### src/flsd_ram.sv
`timescale 1ns / 1ps
// ----------------------------------------------------------------------------
// flsd_ram
// simple dual-port ram, one write port, one read port with registered data
// ----------------------------------------------------------------------------
module flsd_ram #(
   parameter int WIDTH = 8,
   parameter int DEPTH = 256
) (
   input  logic                     clock,
   input  logic                     wr_en,
   input  logic [$clog2(DEPTH)-1:0] wr_addr,
   input  logic [WIDTH-1:0]         wr_data,
   input  logic                     rd_en,
   input  logic [$clog2(DEPTH)-1:0] rd_addr,
   output logic [WIDTH-1:0]         rd_data
);

   logic [WIDTH-1:0] mem [DEPTH];
   logic [WIDTH-1:0] rd_data_ff;

   always_ff @(posedge clock) begin
      if (wr_en) begin
         mem[wr_addr] <= wr_data;
      end
      if (rd_en) begin
         rd_data_ff <= mem[rd_addr];
      end
   end

   assign rd_data = rd_data_ff;

endmodule

### config.mk
export PLATFORM = sky130hd
export DESIGN_NAME = flsd_ram
export DESIGN_NICKNAME = d
export VERILOG_FILES = /design/src/flsd_ram.sv
export SDC_FILE = /design/constraint.sdc
export NUM_CORES = 2
export LEC_CHECK = 0
export ABC_CLOCK_PERIOD_IN_PS = 2600
export BUFFER_PORTS_ARGS = -buffer_cell sky130_fd_sc_hd__clkbuf_2
export CORE_MARGIN = 2
export CORE_UTILIZATION = 63
export DETAILED_ROUTE_END_ITERATION = 16
export PLACE_DENSITY = 0.79
export SLEW_MARGIN = 40
export SYNTH_ARGS = -nofsm -noshare
export SYNTH_HDL_FRONTEND = slang
export SYNTH_SLANG_ARGS = --single-unit
### constraint.sdc
create_clock -name clock -period 2.6 [get_ports clock]
set_input_delay 0.13 -clock clock [delete_from_list [all_inputs] [get_ports clock]]
set_output_delay 0.13 -clock clock [all_outputs]
set_load 0.1 [all_outputs]
==> key figures <==
Power and ir drop
  – PnR Total Power: 67.7 mW
  – Pwr per Cell Area: 735 nW/um^2
  – Worst vdd ir: 0.710 mV
  – Lkg Pwr: 29.8 nW

Logic synthesis
  – Seq/Total Area, Yosys: 77.5%
  – Post-synth cell types: 54
  – Post-Syn Area: 79600 um^2
  – Ys flop type: edfxtp_1
  – Mapped Nets: 3760
  – Asr flop ratio synth: 0%
  – FF+latch count, synth: 2056
  – Synth warn: 0
  – EDFF count, synth: 2056
  – Cells after synthesis: 3733
  – Syn avg cell area: 21.3 um^2

Min path
  – HP Class: in -> reg
  – Worst-case hold path end point: mem[175][1]
  – Worst hold stages: 4
  – Min-delay src: wr_addr[6]

Setup path
  – Max Fanout on Critical Path: 1
  – Worst setup path class: reg -> reg
  – CP required: 3.14 ns
  – FF-to-FF End: rd_data[4]
  – Worst setup EP type: register
  – Reg2reg setup slack: 0.05 ns
  – Crit path DAT: 3.08 ns
  – Launch point of the worst reg-to-reg path: mem[66][4]
  – CP startpoint kind: register
  – R2R depth: 6

Die
  – Row Count: 130
  – I/O pin cnt: 35
  – Core Box Area: 126000 um^2
  – Die Y: 360 um
  – Initial Util: 63.4%
  – Die Span X: 360 um
  – Die area: 129000 um^2

GRT
  – Total grt overflow: 0
  – Tot GR Track Use: 32.4%
  – Vias in the first global route: 43700
  – Initial antenna violation count: 8
  – First-pass GRT wire length: 300000 um
  – Largest net degree at the start of global routing: 117

Cells and area
  – Finished layout cell area: 92100 um^2
  – Fin nets: 4371
  – Layout cells sized above 1: 30.9%
  – Fill count: 6670
  – P&R area growth vs syn: 15.7%
  – Layout Cells excl Fill: 6155

Timing
  – Worst-margin pin slew: 0.893 ns
  – RSZ-0062 raised after global routing: no
  – Max-slew violations: 0
  – Achievable Freq: 0.393 GHz
  – Post-route clock skew: 0.0184 ns
  – Final WS setup: 0.0533 ns
  – Crit share post-route: 97.9%
  – Setup violators final: 0
  – Setup_tns: 0 ns
  – Max_slew headroom: 40.2%
  – Final min period: 2.55 ns
  – Hold Vio Cnt, Final: 0

Routing
  – Routed Antenna Nets: 0
  – Routed vias/inst: 6.98
  – Via count: 43000
  – DRT Wirelength: 208000 um
  – Router iterations before antenna repair: 7
  – Drc violations: 0
  – DR WL/cell: 33.7 um
  – Initial DRC Count: 6834

Place
  – Placed insts: 5788
  – Dpl hpwl: 127000 um
  – Placer congestion estimate: 0.905
  – DP Worst Slack: -0.584 ns
  – Area of placed instances: 85900 um^2
  – IO buf count: 34

Clock tree
  – CTS Buffer Depth: 3
  – CTS tree: yes
  – Cts bufs inserted: 193
  – H-Tree Depth: 4
  – Worst skew pair latency: 0.82 ns
  – CTS root buf: clkbuf_16
  – CTS clk-pin slew, worst paths: 0.07 ns
  – Sink Count: 2056

Job
  – Max-cap viol count: 0

Status
  – Status: finished clean
-- cells in the mapped netlist (all sizes together), types with 10 or more instances --
library cell     n  area (um^2)
nor2           282         1060
o21ai           12         60.1
a221oi          14          129
a21oi           96          480
nor2b           31          194
edfxtp        2056        61700
o221ai          47          418
nand2           33          124
a22oi          133          998
nor4            27          188
mux4           456        10300
clkbuf         111          417
mux2i          134         1340
buf            122         1030
a211oi          16          120
o211ai          10         75.1
nor3            22          110
nand4           10         62.6
o22ai           28          175
nand3           34          170
-- layout make-up --
class	count	area, um^2	share of cell area [%]
Sequential cell	2056	61700	67.0
Clock inverter	117	990	1.07
Multi-Input combinational cell	1442	16600	18.0
Timing Repair Buffer	649	5700	6.19
Antenna cell	4	10.0	0.0109
Inverter	2	7.51	0.00815
Clock buffer	235	5030	5.46
Tap cell	1650	2060	2.24
-- flip-flops by register name, indices dropped and copies added (netlist names) --
name and flops:
mem 2048, rd_data 8
-- power breakdown --
group / total, mW / leakage [nW] / internal (mW) / switching [mW]
combinational: 3.88 / 8.38 / 1.46 / 2.42
sequential: 36.6 / 18.5 / 36.5 / 0.0560
clock: 27.3 / 2.96 / 15.2 / 12.0
total: 67.7 / 29.8 / 53.2 / 14.5
-- per-stage QoR --
step           utilization [%]  hold slack, ns
2_1_floorplan                -           0.229
5_1_grt                   73.3          0.0641
6_report                  73.4          0.0269
4_1_cts                   73.3          0.0128
3_3_place_gp              68.4           0.625
3_5_place_dp              68.4           0.629
-- kinds of logic after synthesis --
| kind of cell | synth area share [%] |
|---|---|
| buf+inv | 1.83 |
| compound gates | 3.42 |
| flops | 77.5 |
| mux | 14.6 |
| simple gates | 2.63 |
-- worst max-delay path by stage --
| stage | cells past startpoint | slack, ns | to | from |
|---|---|---|---|---|
| after detailed placement | 11 | -0.58 | rd_data[1] | rd_addr[0] |
| after floorplan | 9 | 0.39 | rd_data[2] | rd_addr[0] |
| final | 6 | 0.05 | rd_data[4] | mem[66][4] |
| after CTS | 8 | 0.01 | rd_data[5] | mem[208][5] |
| after global placement | 11 | -0.56 | rd_data[1] | rd_addr[0] |
| after global routing | 8 | 0.04 | rd_data[3] | mem[208][3] |
-- timing repair --
item	CTS	global route
pin swaps	0	1
cloned	0	0
setup endpoints to repair	3	5
setup buffers	0	0
gates resized for setup	4	7
hold buffers	9	1
endpoints found under the hold margin	359	124
-- per-layer routing --
metal	vias up	GRT usage [%]	wire, um
li1	16900	-	-
met1	22000	42.3	68900
met2	3443	51.8	101000
met3	641	8.39	26900
met4	12	15.4	10800
met5	-	0	86
-- cell usage in the layout (no fill, tap or decap), types with 10 or more instances in the layout --
cell	count
o221ai_1	46
edfxtp_1	2056
buf_4	543
a211oi_1	16
o211ai_1	10
nor2_1	275
clkbuf_16	195
a21oi_1	96
o21ai_0	10
nand4_1	10
mux2i_1	134
clkinv_1	48
dlygate4sd3_1	10
buf_12	62
a221oi_1	11
o22ai_1	28
a22oi_1	132
mux4_2	454
clkbuf_2	22
nand2_1	33
nor3_1	21
nand3_1	34
bufinv_16	15
nor4_1	17
inv_6	10
clkbuf_1	40
nor2b_1	28
clkinv_2	38
-- critical path, stage by stage (launching register included) --
cell      delay [ns]
edfxtp_1        0.40
mux4_2          0.54
mux4_2          0.52
nor2b_1         0.22
nor4_2          0.35
buf_4           0.18
nor4_1          0.05
Note: power is estimated with default switching activity, not from simulation.
