--- src/flsd_pkg.sv ---
`timescale 1ns / 1ps
// ----------------------------------------------------------------------------
// flsd_pkg
// shared widths, codes, payload structs and the ordered dither table
// ----------------------------------------------------------------------------
package flsd_pkg;

   localparam int FRAC_BITS         = 16;
   localparam int TEX_SIZE_LOG2     = 6;
   localparam int COORD_W           = TEX_SIZE_LOG2 + FRAC_BITS;
   localparam int TEX_ADDR_W        = 2 * TEX_SIZE_LOG2;
   localparam int TEX_DEPTH         = 1 << TEX_ADDR_W;
   localparam int SHADE_W           = 5;
   localparam int X_W               = 9;
   localparam int ROW_W             = 8;
   localparam int BADDR_W           = 14;
   localparam int ROW_BYTES_DEFAULT = 52;

   localparam logic [SHADE_W-1:0] SHADE_MAX = 5'd16;

   localparam logic ACT_LOAD = 1'b0;
   localparam logic ACT_DRAW = 1'b1;

   typedef struct packed {
      logic                     action;
      logic [11:0]              texel_index;
      logic [7:0]               texel_value;
      logic [X_W-1:0]           span_start_x;
      logic [X_W-1:0]           span_end_x;
      logic [ROW_W-1:0]         span_row;
      logic [COORD_W-1:0]       u_start;
      logic [COORD_W-1:0]       v_start;
      logic [COORD_W-1:0]       u_step;
      logic [COORD_W-1:0]       v_step;
   } req_type;

   typedef struct packed {
      logic [BADDR_W-1:0] byte_address;
      logic [7:0]         write_data;
      logic [7:0]         write_mask;
      logic               last;
   } rsp_type;

   typedef struct packed {
      logic                  en;
      logic [TEX_ADDR_W-1:0] addr;
      logic [SHADE_W-1:0]    data;
   } tex_wr_type;

   typedef struct packed {
      logic                  en;
      logic [TEX_ADDR_W-1:0] addr;
   } tex_rd_type;

   // 4-bit pattern of a shade level for one row phase, repeated across a byte
   function automatic logic [3:0] dither_nibble(input logic [SHADE_W-1:0] shade,
                                                input logic [1:0] phase);
      logic [15:0] w;
      case (shade)
         5'd0:    w = 16'h0000;
         5'd1:    w = 16'h8000;
         5'd2:    w = 16'h8020;
         5'd3:    w = 16'h80a0;
         5'd4:    w = 16'ha0a0;
         5'd5:    w = 16'ha0a1;
         5'd6:    w = 16'ha4a1;
         5'd7:    w = 16'ha4a5;
         5'd8:    w = 16'ha5a5;
         5'd9:    w = 16'hd5a5;
         5'd10:   w = 16'hd5e5;
         5'd11:   w = 16'hd5f5;
         5'd12:   w = 16'hf5f5;
         5'd13:   w = 16'hf5fd;
         5'd14:   w = 16'hf7fd;
         5'd15:   w = 16'hf7ff;
         default: w = 16'hffff;
      endcase
      case (phase)
         2'd0:    return w[15:12];
         2'd1:    return w[11:8];
         2'd2:    return w[7:4];
         default: return w[3:0];
      endcase
   endfunction

endpackage

--- src/flsd_span.sv ---
`timescale 1ns / 1ps
// ----------------------------------------------------------------------------
// flsd_span
// span walker: texel fetch per pixel, dither bit select and byte packing
// ----------------------------------------------------------------------------
module flsd_span #(
   parameter int ROW_BYTES = flsd_pkg::ROW_BYTES_DEFAULT
) (
   input  logic                              clock,
   input  logic                              reset,
   input  logic                              req_valid,
   output logic                              req_ready,
   input  flsd_pkg::req_type                 req_item,
   output flsd_pkg::tex_wr_type              tex_wr,
   output flsd_pkg::tex_rd_type              tex_rd,
   input  logic [flsd_pkg::SHADE_W-1:0]      tex_rd_data,
   output logic                              rsp_valid,
   input  logic                              rsp_ready,
   output flsd_pkg::rsp_type                 rsp_item
);

   localparam int            X_W      = flsd_pkg::X_W;
   localparam int            COORD_W  = flsd_pkg::COORD_W;
   localparam int            TL       = flsd_pkg::TEX_SIZE_LOG2;
   localparam int            FB       = flsd_pkg::FRAC_BITS;
   localparam int            BADDR_W  = flsd_pkg::BADDR_W;
   localparam logic [11:0]   SCREEN_W = 12'(ROW_BYTES * 8);

   typedef enum logic [1:0] {ST_IDLE, ST_RUN, ST_EMPTY} state_type;

   state_type               state_ff, state_in;
   logic [X_W-1:0]          x_ff, x_in;
   logic [X_W-1:0]          x2_ff, x2_in;
   logic [COORD_W-1:0]      u_ff, u_in, v_ff, v_in;
   logic [COORD_W-1:0]      du_ff, du_in, dv_ff, dv_in;
   logic [1:0]              phase_ff, phase_in;
   logic [BADDR_W-1:0]      row_base_ff, row_base_in;
   logic                    p1_valid_ff, p1_valid_in;
   logic [X_W-1:0]          p1_x_ff, p1_x_in;
   logic                    p1_last_ff, p1_last_in;
   logic [7:0]              acc_data_ff, acc_data_in, acc_mask_ff, acc_mask_in;
   logic                    out_valid_ff, out_valid_in;
   flsd_pkg::rsp_type       out_ff, out_in;

   logic                    req_fire;
   logic                    out_free;
   logic                    pix_emit;
   logic                    stall;
   logic                    advance;
   logic                    issue;
   logic [X_W-1:0]          x2_clip;
   logic [15:0]             row_prod;
   logic [3:0]              nib;
   logic [7:0]              bit_mask;
   logic [7:0]              pix_data;
   logic [7:0]              pix_mask;

   assign req_ready = (state_ff == ST_IDLE);
   assign req_fire  = req_valid && req_ready;
   assign out_free  = !out_valid_ff || rsp_ready;
   assign pix_emit  = p1_valid_ff && ((p1_x_ff[2:0] == 3'd7) || p1_last_ff);
   assign stall     = pix_emit && !out_free;
   assign advance   = !stall;
   assign issue     = (state_ff == ST_RUN) && (x_ff != x2_ff) && advance;

   assign x2_clip  = ({3'b000, req_item.span_end_x} > SCREEN_W) ? SCREEN_W[X_W-1:0]
                                                                : req_item.span_end_x;
   assign row_prod = {8'd0, req_item.span_row} * 16'(ROW_BYTES);

   assign tex_wr.en   = req_fire && (req_item.action == flsd_pkg::ACT_LOAD);
   assign tex_wr.addr = req_item.texel_index[flsd_pkg::TEX_ADDR_W-1:0];
   assign tex_wr.data = (req_item.texel_value > 8'(flsd_pkg::SHADE_MAX))
                        ? flsd_pkg::SHADE_MAX : req_item.texel_value[flsd_pkg::SHADE_W-1:0];

   assign tex_rd.en   = issue;
   assign tex_rd.addr = {v_ff[FB+TL-1:FB], u_ff[FB+TL-1:FB]};

   assign nib      = flsd_pkg::dither_nibble(tex_rd_data, phase_ff);
   assign bit_mask = 8'h80 >> p1_x_ff[2:0];
   assign pix_data = acc_data_ff | (nib[2'd3 - p1_x_ff[1:0]] ? bit_mask : 8'h00);
   assign pix_mask = acc_mask_ff | bit_mask;

   always_comb begin
      state_in     = state_ff;
      x_in         = x_ff;
      x2_in        = x2_ff;
      u_in         = u_ff;
      v_in         = v_ff;
      du_in        = du_ff;
      dv_in        = dv_ff;
      phase_in     = phase_ff;
      row_base_in  = row_base_ff;
      p1_valid_in  = p1_valid_ff;
      p1_x_in      = p1_x_ff;
      p1_last_in   = p1_last_ff;
      acc_data_in  = acc_data_ff;
      acc_mask_in  = acc_mask_ff;
      out_valid_in = out_valid_ff && !rsp_ready;
      out_in       = out_ff;

      case (state_ff)
         ST_IDLE: begin
            if (req_fire && (req_item.action == flsd_pkg::ACT_DRAW)) begin
               x_in        = req_item.span_start_x;
               x2_in       = x2_clip;
               u_in        = req_item.u_start;
               v_in        = req_item.v_start;
               du_in       = req_item.u_step;
               dv_in       = req_item.v_step;
               phase_in    = req_item.span_row[1:0];
               row_base_in = row_prod[BADDR_W-1:0];
               acc_data_in = 8'h00;
               acc_mask_in = 8'h00;
               state_in    = (req_item.span_start_x >= x2_clip) ? ST_EMPTY : ST_RUN;
            end
         end
         ST_RUN: begin
            if (advance) begin
               p1_valid_in = issue;
               if (issue) begin
                  p1_x_in    = x_ff;
                  p1_last_in = ((x_ff + 1'b1) == x2_ff);
                  x_in       = x_ff + 1'b1;
                  u_in       = u_ff + du_ff;
                  v_in       = v_ff + dv_ff;
               end
               if (p1_valid_ff) begin
                  if (pix_emit) begin
                     acc_data_in           = 8'h00;
                     acc_mask_in           = 8'h00;
                     out_valid_in          = 1'b1;
                     out_in.byte_address   = row_base_ff + BADDR_W'(p1_x_ff[X_W-1:3]);
                     out_in.write_data     = pix_data;
                     out_in.write_mask     = pix_mask;
                     out_in.last           = p1_last_ff;
                  end else begin
                     acc_data_in = pix_data;
                     acc_mask_in = pix_mask;
                  end
                  if (p1_last_ff) begin
                     state_in = ST_IDLE;
                  end
               end
            end
         end
         ST_EMPTY: begin
            if (out_free) begin
               out_valid_in        = 1'b1;
               out_in.byte_address = '0;
               out_in.write_data   = 8'h00;
               out_in.write_mask   = 8'h00;
               out_in.last         = 1'b1;
               state_in            = ST_IDLE;
            end
         end
         default: begin
            state_in = ST_IDLE;
         end
      endcase
   end

   always_ff @(posedge clock) begin
      if (reset) begin
         state_ff     <= ST_IDLE;
         p1_valid_ff  <= 1'b0;
         out_valid_ff <= 1'b0;
      end else begin
         state_ff     <= state_in;
         p1_valid_ff  <= p1_valid_in;
         out_valid_ff <= out_valid_in;
      end
      x_ff        <= x_in;
      x2_ff       <= x2_in;
      u_ff        <= u_in;
      v_ff        <= v_in;
      du_ff       <= du_in;
      dv_ff       <= dv_in;
      phase_ff    <= phase_in;
      row_base_ff <= row_base_in;
      p1_x_ff     <= p1_x_in;
      p1_last_ff  <= p1_last_in;
      acc_data_ff <= acc_data_in;
      acc_mask_ff <= acc_mask_in;
      out_ff      <= out_in;
   end

   assign rsp_valid = out_valid_ff;
   assign rsp_item  = out_ff;

   // pixel in flight only while a span is walked
   assert property (@(posedge clock) disable iff (reset)
      p1_valid_ff |-> state_ff == ST_RUN)
      else $error("pixel stage valid outside span walk");

   // texel read must not overwrite held data of a stalled pixel
   assert property (@(posedge clock) disable iff (reset)
      stall |-> !tex_rd.en)
      else $error("texture read issued during stall");

   // walker never passes the clipped end
   assert property (@(posedge clock) disable iff (reset)
      state_ff == ST_RUN |-> x_ff <= x2_ff)
      else $error("span walker passed end column");

   // a pixel write always carries at least one mask bit
   assert property (@(posedge clock) disable iff (reset)
      (state_ff == ST_RUN && pix_emit && advance) |=> rsp_valid && rsp_item.write_mask != 8'h00)
      else $error("pixel write with empty mask");

endmodule

--- config.mk ---
export PLATFORM = sky130hd
export DESIGN_NAME = flsd_span
export DESIGN_NICKNAME = d
export VERILOG_FILES = /design/src/flsd_pkg.sv /design/src/flsd_span.sv
export SDC_FILE = /design/constraint.sdc
export NUM_CORES = 1
export LEC_CHECK = 0
export BUFFER_PORTS_ARGS = -buffer_cell sky130_fd_sc_hd__buf_2
export CAP_MARGIN = 20
export CORE_MARGIN = 2
export CORE_UTILIZATION = 32
export CTS_BUF_LIST = sky130_fd_sc_hd__clkbuf_4 sky130_fd_sc_hd__clkbuf_8 sky130_fd_sc_hd__clkbuf_16
export DETAILED_ROUTE_END_ITERATION = 10
export GPL_TIMING_DRIVEN = 0
export PLACE_DENSITY_LB_ADDON = 0.15
export SYNTH_ARGS = -nofsm -noshare
export SYNTH_HDL_FRONTEND = slang
export SYNTH_SLANG_ARGS = --single-unit
--- constraint.sdc ---
create_clock -name clock -period 7.6 [get_ports clock]
set_clock_uncertainty 0.1 [all_clocks]
set_input_delay 0.38 -clock clock [delete_from_list [all_inputs] [get_ports clock]]
set_output_delay 0.38 -clock clock [all_outputs]
set_load 0.005 [all_outputs]
==> results of run 1 <==
worst max-delay path by stage:
| stage | from | to | slack [ns] |
|---|---|---|---|
| after floorplan | state_ff[0] | u_ff[0] | 2.31 |
| after global placement | state_ff[0] | v_ff[7] | -0.88 |
| after detailed placement | state_ff[1] | acc_mask_ff[0] | 3.81 |
| after CTS | state_ff[1] | acc_mask_ff[4] | 3.79 |
| after global routing | state_ff[1] | acc_mask_ff[4] | 3.62 |
| final | state_ff[1] | acc_mask_ff[4] | 3.90 |
state kept, by name, indices dropped and copies added, names as in the netlist, 11 cells and up:
register / count
du_ff: 22
dv_ff: 22
row_base_ff: 11
rsp_item: 31
u_ff: 22
v_ff: 22
area by class of cell:
type                    instances  area, µm²  share of cell area
multi-input cells             705       4970               0.371
diodes                          4       10.0            0.000748
plain buffers                  57        309              0.0231
inverters                      59        221              0.0165
repair buffers                236       1420               0.106
clock inverters                12        105             0.00785
clock buffers                  20        454              0.0339
flip-flops and latches        179       5340               0.399
well taps                     448        561              0.0419
per-stage QoR:
step | worst slack [ns] | total power, W | util
2_1_floorplan | 2.31 | 0.00358 | -
3_3_place_gp | -0.884 | 0.00437 | 0.369
3_5_place_dp | 3.81 | 0.00442 | 0.372
4_1_cts | 3.79 | 0.00533 | 0.400
5_1_grt | 3.62 | 0.00568 | 0.400
6_report | 3.90 | 0.00528 | 0.400
cell families (layout without fill, tap and decap cells):
| logic type | Yosys count | count (layout) | share of synthesized area |
|---|---|---|---|
| flops | 179 | 179 | 0.493 |
| mux | 19 | 19 | 0.0196 |
| xor+xnor | 53 | 53 | 0.0429 |
| compound gates | 246 | 246 | 0.156 |
| other cells | 0 | 4 | 0 |
| fa+ha+maj | 87 | 87 | 0.106 |
| buf+inv | 116 | 384 | 0.0491 |
| simple gates | 300 | 300 | 0.133 |
power by group:
group          internal [W]  switching, W
Sequential          0.00168      0.000159
Combinational      0.000997       0.00158
Clock              0.000468      0.000399
synthesized netlist by cell type, drive strengths merged, types with 12 or more instances:
cell	count	area, µm²
o21ai	31	155
o31ai	12	100
xor2	16	140
nand3	27	135
and3	15	93.8
nor2	98	368
nor2b	17	114
clkbuf	28	106
a21oi	70	354
mux2	17	191
ha	79	988
inv	58	218
edfxtp	175	5260
nor3	19	95.1
xnor2	37	324
nand4	12	75.1
buf	29	203
o21a	19	143
nand2	69	259
a21o	36	270
per-layer routing:
layer  vias to the layer above  track usage
met2                       236        0.261
met5                         -            0
met4                         8       0.0439
li1                       4207            -
met1                      3936        0.221
met3                        28       0.0367
==> results.txt, run 1 <==
For hold timing, the worst endpoint is dv_ff[8]. In this run the number of H-tree levels came out at 4. The most common cell after layout, fill and taps aside is buf_2. The via count of the routed design came out at 8415. The depth of the critical timing path with buffers and inverters included came out at 7. The length of routed wiring on met1 is 13900 µm. The total of endpoints with negative setup slack in the final report came out at 0. The number of primary I/O pins is 208. The number of clock buffers added by TritonCTS is 17. The total overflow left after global routing is 0. The clock network latency to the later pin of the worst-skew pair came out at 0.45 ns. In this run the worst hold path is classified as input pin to register. The register-to-register setup slack came out at 3.90 ns. Port buffering added 195 buffers. Data on the critical path is required at its endpoint by 7.56 ns. The maximum number of pins on one net before global-route repair is 38. The cell area after technology mapping came out at 10800 µm².

The flow ran to the end, and the final reports show no timing, DRC or antenna violations. Max-cap violations in this run came to 0. The post-CTS clock slew at the launch and capture registers of the worst setup and hold paths came out at 0.07 ns.

By startpoint and endpoint, the worst setup path is classified as register to register. The achievable clock frequency came out at 271 MHz. The first routing iteration left 463 violations. The final hold violation count is 0. The number of buffers and inverters on the critical path is 4. The count of cell types in the netlist is 72. The cell area after placement is 12400 µm². The number of flip-flops and latches in the synthesized netlist is 179. The worst-case IR drop observed on VDD is 0.191 mV. The count of flip-flops with a built-in enable after synthesis is 175. For this run, the number of Yosys warnings is 0. For the pin with the worst max-slew slack, the measured transition is 0.957 ns. The maximum clock insertion buffer count came out at 2. Of all nets on the critical path, the largest fanout is 16. The final critical path time including I/O delays and setup came out at 3.70 ns. The floorplan die area is 35300 µm².

The kind of cell with the highest combined delay along the critical path is buffers and inverters. The number of antenna violations at the first check in global routing is 8. The endpoint identified for the worst register-to-register timing path is acc_mask_ff[4]. For this configuration, the core starts out at a cell density of 0.323. The cell count after placement came out at 1647.

Summed over all nets, wire length on met2 after detailed routing comes to 12800 µm. The mean instance size in the synthesized netlist is 10.8 µm². Traced cell by cell, the critical path runs through inv_1 > ha_1 > clkinv_1 > clkbuf_1 > buf_1 > nand2_1 > a21oi_2. After legalization and detailed placement, the total HPWL measured 21300 µm. The total iterations of the first detailed-routing run is 5. The total of cells resized after clock tree synthesis is 0. The cell depth of the worst min-delay path is 1. The critical hold path startpoint is req_item[8].

The number of max-slew violations in the final report came to 0. Setup repair after global routing left no endpoint under its margin. The worst setup path is launched from a register. The number of global-route vias before repair came out at 8199. The delay of the slowest cell on the worst path is 0.80 ns. The remaining routing DRC violations came out at 0. The fraction of layout instances using a drive strength above 1 came out at 0.228.

Headroom to the max-slew limit came out at 0.362. The synthesized instance count is 1000. After floorplanning, the core was sized to cover 33400 µm².

The ratio of final minimum period to clock period came out at 0.486. The share of synthesized area occupied by flip-flops and latches came out at 0.493. The height of the die is 188 µm. The finished layout holds 1720 standard cells, fillers aside. The largest individual stage delay along the critical path comes from the cell a21oi_2.

The setup TNS after final layout came out at 0 ns. The routed wire length on met3 is 1500 µm. The first global-routing pass estimated 44300 µm of wire. The fill cell instance count of the final layout came out at 3329. The global-route usage over all layers is 0.163. For this design, the CTS-stage hold fixing added 37 buffers. The total wirelength of the detailed-routed design is 28600 µm.

The synthesized net count is 1231. In the synthesized netlist the dominant register cell turns out to be edfxtp_1. The routed via count divided by cell count came out at 4.89. The floorplan row count is 67. The average routed wire per standard cell is 16.6 µm.

From synthesis to final layout, the design area changed by 23.7%. The worst register-to-register path begins at state_ff[1]. The final worst hold slack came out at 0.0262 ns.

CTS placed an instance of clkbuf_16 at the clock tree root. The width of the die is 188 µm. Routability-driven placement finished with a final weighted congestion of 0.869. In the layout the commonest cells are buf_2, edfxtp_1, nor2_1, ha_1, nand2_1. The data arrival time at the worst-slack endpoint is 3.66 ns. The residual antenna-violating net count after detailed routing came out at 0. The depth of the worst register-to-register path came out at 7. TritonCTS built the clock tree.

Summed over all cells, the static leakage comes to 5.54 nW. The final non-filler cell area is 13400 µm². The worst setup path is captured at a register. The number of post-CTS setup repair buffers is 0. The number of nets in the final layout is 1486.

Counting every sink on the clock net gives 179. The areal power density over the cells came out at 395 nW/µm². Signal routing reaches up to met5. For this run, asynchronously set or reset flops after synthesis account for 0.
No activity file was read; power rests on OpenSTA's default activity.
==> inputs of run 2 (changes only) <==
Clock period 7.6 ns to 3.6 ns, I/O delays scaled along.
==> run 2 against run 1 <==
Against the previous run: sequential share of layout area shrank 1.9 points; die area is the same; via count grew 2.5%; final cell count grew 3.6%; clock-buffer cell count shrank 2.
==> results.txt, run 2 (synthesis results as in run 1) <==
The net switching power is 0.00457 W (+110%). The worst setup path is captured at a register. The relative max-transition margin came out at 0.399 (+0.0372). The residual antenna-violating net count after detailed routing came out at 0 (unchanged). The number of global-route vias before repair is 8470 (+3.3%).

The floorplan row count is 67 (unchanged). The number of max-slew violations in the final report came out at 0 (unchanged). The number of buffers inserted during clock tree synthesis came to 17 (unchanged). The clock network latency to the later pin of the worst-skew pair came out at 0.46 ns (about the same). The ratio of final minimum period to clock period is 0.895. The number of violations of the max-capacitance limit came to 0 (unchanged).

The maximum vdd ir drop came out at 0.399 mV (+110%). The final weighted congestion of routability-driven global placement came out at 0.876 (+0.84%). The worst-margin pin slew is 0.901 ns (-0.0558 ns). The type of the worst setup path is input pin to register. TritonCTS built the clock tree. The flip-flop count of the largest register after layout came to 31 (unchanged). The area growth from synthesis to layout is 30.0%. The via count of the routed design came out at 8625 (+2.5%).

The total of endpoints with negative setup slack in the final report is 0 (unchanged). In this run the clock root is driven by a clkbuf_16. The post-CTS clock slew at the launch and capture registers of the worst setup and hold paths came to 0.07 ns (about the same).

The number of post-CTS setup repair buffers came out at 0 (unchanged). The number of H-tree levels is 4 (unchanged). The combinational group share of total power is 0.491 (+0.003).

The maximum clock insertion buffer count came to 2 (unchanged). The flow ran to the end, and the final reports show no timing, DRC or antenna violations. The number of nets in the final layout came out at 1551 (+4.4%). The final HPWL from detailed placement came to 21400 µm (+0.23%). The total clock sinks came out at 179 (unchanged). The proportion of total power due to net switching came out at 0.407 (+0.00263). The sequential group share of total power is 0.346 (-0.002). The count of buffers from port buffering is 195 (unchanged).

The width of the die came to 188 µm (unchanged). The critical-path maximum fanout is 5 (-11). The number of antenna violations at the first check in global routing was 1 (-7).

Setup repair after global routing left no endpoint under its margin. The number of design-rule violations left by the first detailed-router iteration came out at 606 (+31%). The fill cell instance count of the final layout came to 3206 (-3.7%). The standard cell core area came out at 33400 µm² (unchanged). The part of the total power dissipated in the clock network came to 0.163 (about the same). STA classifies the critical path startpoint as an input pin. The library cell used most frequently in the layout, excluding fill and tap cells, is buf_2. The post-layout worst setup margin is 0.379 ns (-3.52 ns).

The first-pass GRT wire length is 45600 µm (+2.9%). The worst slack at placement is -0.149 ns (-3.96 ns). The final critical path time including I/O delays and setup came out at 3.22 ns.

The total iterations of the first detailed-routing run came out at 5 (unchanged). The initial core utilization came out at 0.323 (unchanged). The routed via count divided by cell count came out at 4.84 (-1.1%).

The remaining routing DRC violations is 0 (unchanged). The height of the die came out at 188 µm (unchanged). The final hold violation count came to 0 (unchanged). In the layout the commonest cells are buf_2, edfxtp_1, dlygate4sd3_1, nor2_1, ha_1. The global-route usage over all layers is 0.166 (+0.00396). The setup TNS after final layout came out at 0 ns (unchanged).

The internal power was 0.00665 W (+110%). The data arrival time at the worst-slack endpoint was 3.51 ns (-0.15 ns). The average routed wire per standard cell came out at 16.1 µm (-3.0%).

The min-delay analysis places its worst path in the category input pin to register. The achievable clock frequency came out at 311 MHz. The post-layout total power is 0.0112 W (+110%). The total wirelength of the detailed-routed design is 28700 µm (+0.51%). The final worst hold slack came out at 0.0343 ns (+0.00807 ns). The number of primary I/O pins is 208 (unchanged).

The maximum number of pins on one net before global-route repair came to 44 (+16%). The leftover overflow at the end of global routing came out at 0 (unchanged). The areal power density over the cells is 798 nW/µm² (+100%). The fraction of layout instances using a drive strength above 1 was 0.218 (-0.00961). The leakage dissipation is 5.82 nW (+5.1%).

The data required time of the worst path came out at 3.89 ns (-3.67 ns). The floorplan die area is 35300 µm² (unchanged).
[run 2: changes by cell type in the layout (fill, tap and decap cells not counted), moves of 2 or more]
cell | before | now
diode_2 | 4 | 1
clkinv_2 | 4 | 0
inv_8 | 0 | 4
inv_6 | 3 | 7
dlygate4sd3_1 | 37 | 102
buf_16 | 0 | 2
[run 2: path summary, 6_finish.rpt]
| kind | startpoint | endpoint | slack [ns] | depth (start not counted) |
|---|---|---|---|---|
| worst max-delay path | req_item[96] | state_ff[0] | 0.38 | 13 |
| worst min-delay path | req_item[84] | u_ff[18] | 0.03 | 4 |
| worst max register to register | state_ff[1] | v_ff[5] | 0.42 | 8 |
| worst min register to register | x_ff[2] | p1_x_ff[2] | 0.38 | 0 |
[run 2: per-stage QoR]
stage / utilization / instances / cell area, µm²
2_1_floorplan: - / 1000 / 10800
3_3_place_gp: 0.370 / 1643 / 12400
3_5_place_dp: 0.373 / 1647 / 12500
4_1_cts: 0.420 / 1781 / 14100
5_1_grt: 0.420 / 1782 / 14100
6_report: 0.420 / 1782 / 14100
[run 2: power groups by stage]
| stage | Clock, W | Sequential (W) | Combinational [W] |
|---|---|---|---|
| 6_report | 0.00183 | 0.00388 | 0.00551 |
| 3_3_place_gp | 0 | 0.00396 | 0.00522 |
| 2_1_floorplan | 0 | 0.00387 | 0.00367 |
| 4_1_cts | 0.00190 | 0.00389 | 0.00557 |
| 5_1_grt | 0.00197 | 0.00397 | 0.00616 |
| 3_5_place_dp | 0 | 0.00393 | 0.00543 |
[run 2: critical path: stages]
cell           delay (ns)
dlygate4sd3_1        0.55
buf_2                0.13
or4_1                0.56
o21ai_0              0.23
a21o_1               0.24
and2_1               0.18
ha_1                 0.23
nand2b_1             0.14
a21o_1               0.18
a21o_1               0.17
a21o_1               0.17
a21oi_1              0.36
a32o_1               0.18
[run 2: per-layer routing]
layer,up-vias,wire length (µm),GRT usage
met4,0,350,0.0469
li1,4329,-,-
met1,4024,13900,0.228
met5,-,0,0
met3,24,1310,0.0322
met2,248,13100,0.269
[run 2: cell type report]
type,count,area [µm²],area share
diodes,1,2.50,0.000178
plain buffers,57,310,0.0221
clock buffers,18,433,0.0308
clock inverters,14,131,0.00934
inverters,59,221,0.0158
multi-input cells,705,4970,0.354
flip-flops and latches,179,5340,0.379
well taps,448,561,0.0399
repair buffers,301,2090,0.149
[run 2: timing repair]
action                     4_1_cts  5_1_grt
hold endpoints to repair       104        0
resized for setup                1        1
hold buffers                   102        0
setup endpoints to repair       16       64
==> inputs of run 3 (changes only) <==
Settings changed: ABC_CLOCK_PERIOD_IN_PS set to 3600, CORE_UTILIZATION 32 to 25.
==> run 3 against run 2 <==
Against the previous run: largest cell class unchanged; worst setup slack got worse by 0.098 ns; global-route usage decreased by 2.2 points; sequential share of layout area decreased by 0.59 points; sequential power about the same.
==> results.txt, run 3 (synthesis results as in run 1) <==
The post-CTS clock slew at the launch and capture registers of the worst setup and hold paths was 0.07 ns (about the same). The total clock sinks came out at 179 (unchanged). The via count of the routed design came out at 8592 (-0.38%). The flip-flop count of the largest register after layout is 31 (unchanged). The data required time of the worst path came out at 3.67 ns (-0.22 ns). The remaining routing DRC violations is 0 (unchanged). The final critical path time including I/O delays and setup came out at 3.32 ns (+0.0985 ns). The type of element launching the critical path is a register. Setup repair after global routing left no endpoint under its margin.

The floorplan row count is 76 (+13%). The relative max-transition margin came out at 0.346 (-0.0538). The setup path with the least slack is of type register to register. The number of design-rule violations left by the first detailed-router iteration is 382 (-37%). The maximum number of pins on one net before global-route repair is 46 (+4.5%).

The clock network latency to the later pin of the worst-skew pair is 0.47 ns (about the same). The width of the die came out at 212 µm (+13%). The data arrival time at the worst-slack endpoint came out at 3.38 ns (-0.13 ns). The maximum vdd ir drop was 0.370 mV (-7.4%). The final HPWL from detailed placement came out at 23500 µm (+9.9%). The footprint of the multi-input gates was 4970 µm² (-0.13%). The cell count after placement came to 1784 (+8.3%). The final non-filler cell total is 1923 (+7.9%).

The achievable clock frequency is 301 MHz (-3.0%). The final hold violation count came to 0 (unchanged). The leftover overflow at the end of global routing was 0 (unchanged).

The worst-margin pin slew came out at 0.976 ns (+0.0748 ns). The footprint of the flip-flops and latches came to 5340 µm² (unchanged). The leakage dissipation is 5.84 nW (+0.30%). The routed via count divided by cell count is 4.47 (-7.7%). The number of buffers inserted during clock tree synthesis is 17 (unchanged).

The first-pass GRT wire length is 48500 µm (+6.2%). The number of global-route vias before repair is 8584 (+1.3%). The total of endpoints with negative setup slack in the final report is 0 (unchanged). The critical-path maximum fanout came to 26 (+21). The fraction of layout instances using a drive strength above 1 is 0.216 (-0.00215).

The ratio of final minimum period to clock period is 0.922 (+0.0274). The number of H-tree levels came out at 4 (unchanged). The number of primary I/O pins is 208 (unchanged). The class of the tightest hold or removal check is input pin to register. CTS placed an instance of clkbuf_16 at the clock tree root. The standard cell core area came to 42900 µm² (+28%). The total wirelength of the detailed-routed design came out at 31300 µm (+9.0%). The kind of end point of the critical path is a register.

The met2 wire length came out at 13800 µm (+5.4%). The number of nets in the final layout was 1557 (+0.39%). The layout overhead on the synthesized area is 32.0%. The routed wire length on met3 was 1350 µm (+3.6%). The number of post-CTS setup repair buffers is 0 (unchanged).

The count of buffers from port buffering is 195 (unchanged). The total iterations of the first detailed-routing run is 5 (unchanged). The global-route usage over all layers came out at 0.144 (-0.0222). The maximum clock insertion buffer count is 2 (unchanged). The number of antenna violations at the first check in global routing is 1 (unchanged). The residual antenna-violating net count after detailed routing was 0 (unchanged).

The initial core utilization came out at 0.252 (-0.0712). The highest layer used for signal routing is met4. TritonCTS built the clock tree.

In the layout the commonest cells are buf_2, edfxtp_1, dlygate4sd3_1, nor2_1, ha_1. The number of max-slew violations in the final report is 0 (unchanged). The number of violations of the max-capacitance limit came out at 0 (unchanged). The final weighted congestion of routability-driven global placement was 0.815 (-7.0%). The height of the die is 212 µm (+13%).

The fill cell instance count of the final layout was 4455 (+39%). The length of routed wiring on met1 is 15600 µm (+12%). The post-layout total power came out at 0.0113 W (+1.0%). The average routed wire per standard cell is 16.3 µm (+0.96%). The floorplan die area is 44900 µm² (+27%).

The most common cell after layout, fill and taps aside is buf_2. The areal power density over the cells came out at 794 nW/µm² (-0.55%). The flow ran to the end, and the final reports show no timing, DRC or antenna violations.
==> run 3: cell types whose count changed in the layout (fill, tap and decap cells not counted), sizes merged, moves of 2 or more <==
cell	before	now
clkbuf	47	49
clkinv	3	6
inv	69	58
dlygate4sd3	102	108
bufinv	0	2
==> run 3: worst paths after layout <==
check,to,start,cells after the start,slack (ns)
hold / removal,u_ff[21],req_item[87],4,0.07
setup / recovery,v_ff[14],state_ff[1],8,0.28
setup reg to reg,v_ff[14],state_ff[1],8,0.28
hold reg to reg,p1_x_ff[2],x_ff[2],0,0.35
==> run 3: metal layers <==
metal  vias up  global-route usage
met5         -                   0
met4         0              0.0532
met3        27              0.0301
met2       189               0.222
met1      4038               0.199
li1       4338                   -
==> run 3: worst max-delay path: stages, from the launching register on <==
cell and delay, ns:
dfxtp_1 0.36, inv_1 0.08, ha_1 0.30, clkinv_1 0.24, clkbuf_1 0.62, clkdlybuf4s15_2 0.56, a21oi_1 0.17, nor2_4 0.31
buf_12 0.25
==> run 3: timing repair <==
action                     4_1_cts  5_1_grt
gates resized for setup          2        0
hold endpoints to repair       111        0
setup endpoints to repair       48        0
hold buffers                   108        0
==> run 3: power breakdown <==
group,switching (W),internal [W]
logic,0.00339,0.00217
registers,0.000350,0.00354
clock network,0.000844,0.00104
==> run 3: layout make-up <==
class                      instances  area share
sequential                       179       0.374
multi-input combinational        705       0.348
timing repair buffer             307       0.150
tap                              585      0.0513
clock buffer                      21      0.0319
buffer                            57      0.0222
inverter                          59      0.0155
clock inverter                     9     0.00771
antenna                            1    0.000175
==> run 3: through the flow <==
stage	util	cell area [µm²]	worst slack, ns	hold slack [ns]	TNS [ns]
2_1_floorplan	-	10800	0.428	0.152	0
3_3_place_gp	0.292	12500	-1.15	0.257	-76.14
3_5_place_dp	0.294	12600	-0.0278	0.258	-0.944
4_1_cts	0.333	14300	0.194	0.0215	0
5_1_grt	0.333	14300	0.0701	0.0701	0
6_report	0.333	14300	0.281	0.0729	0
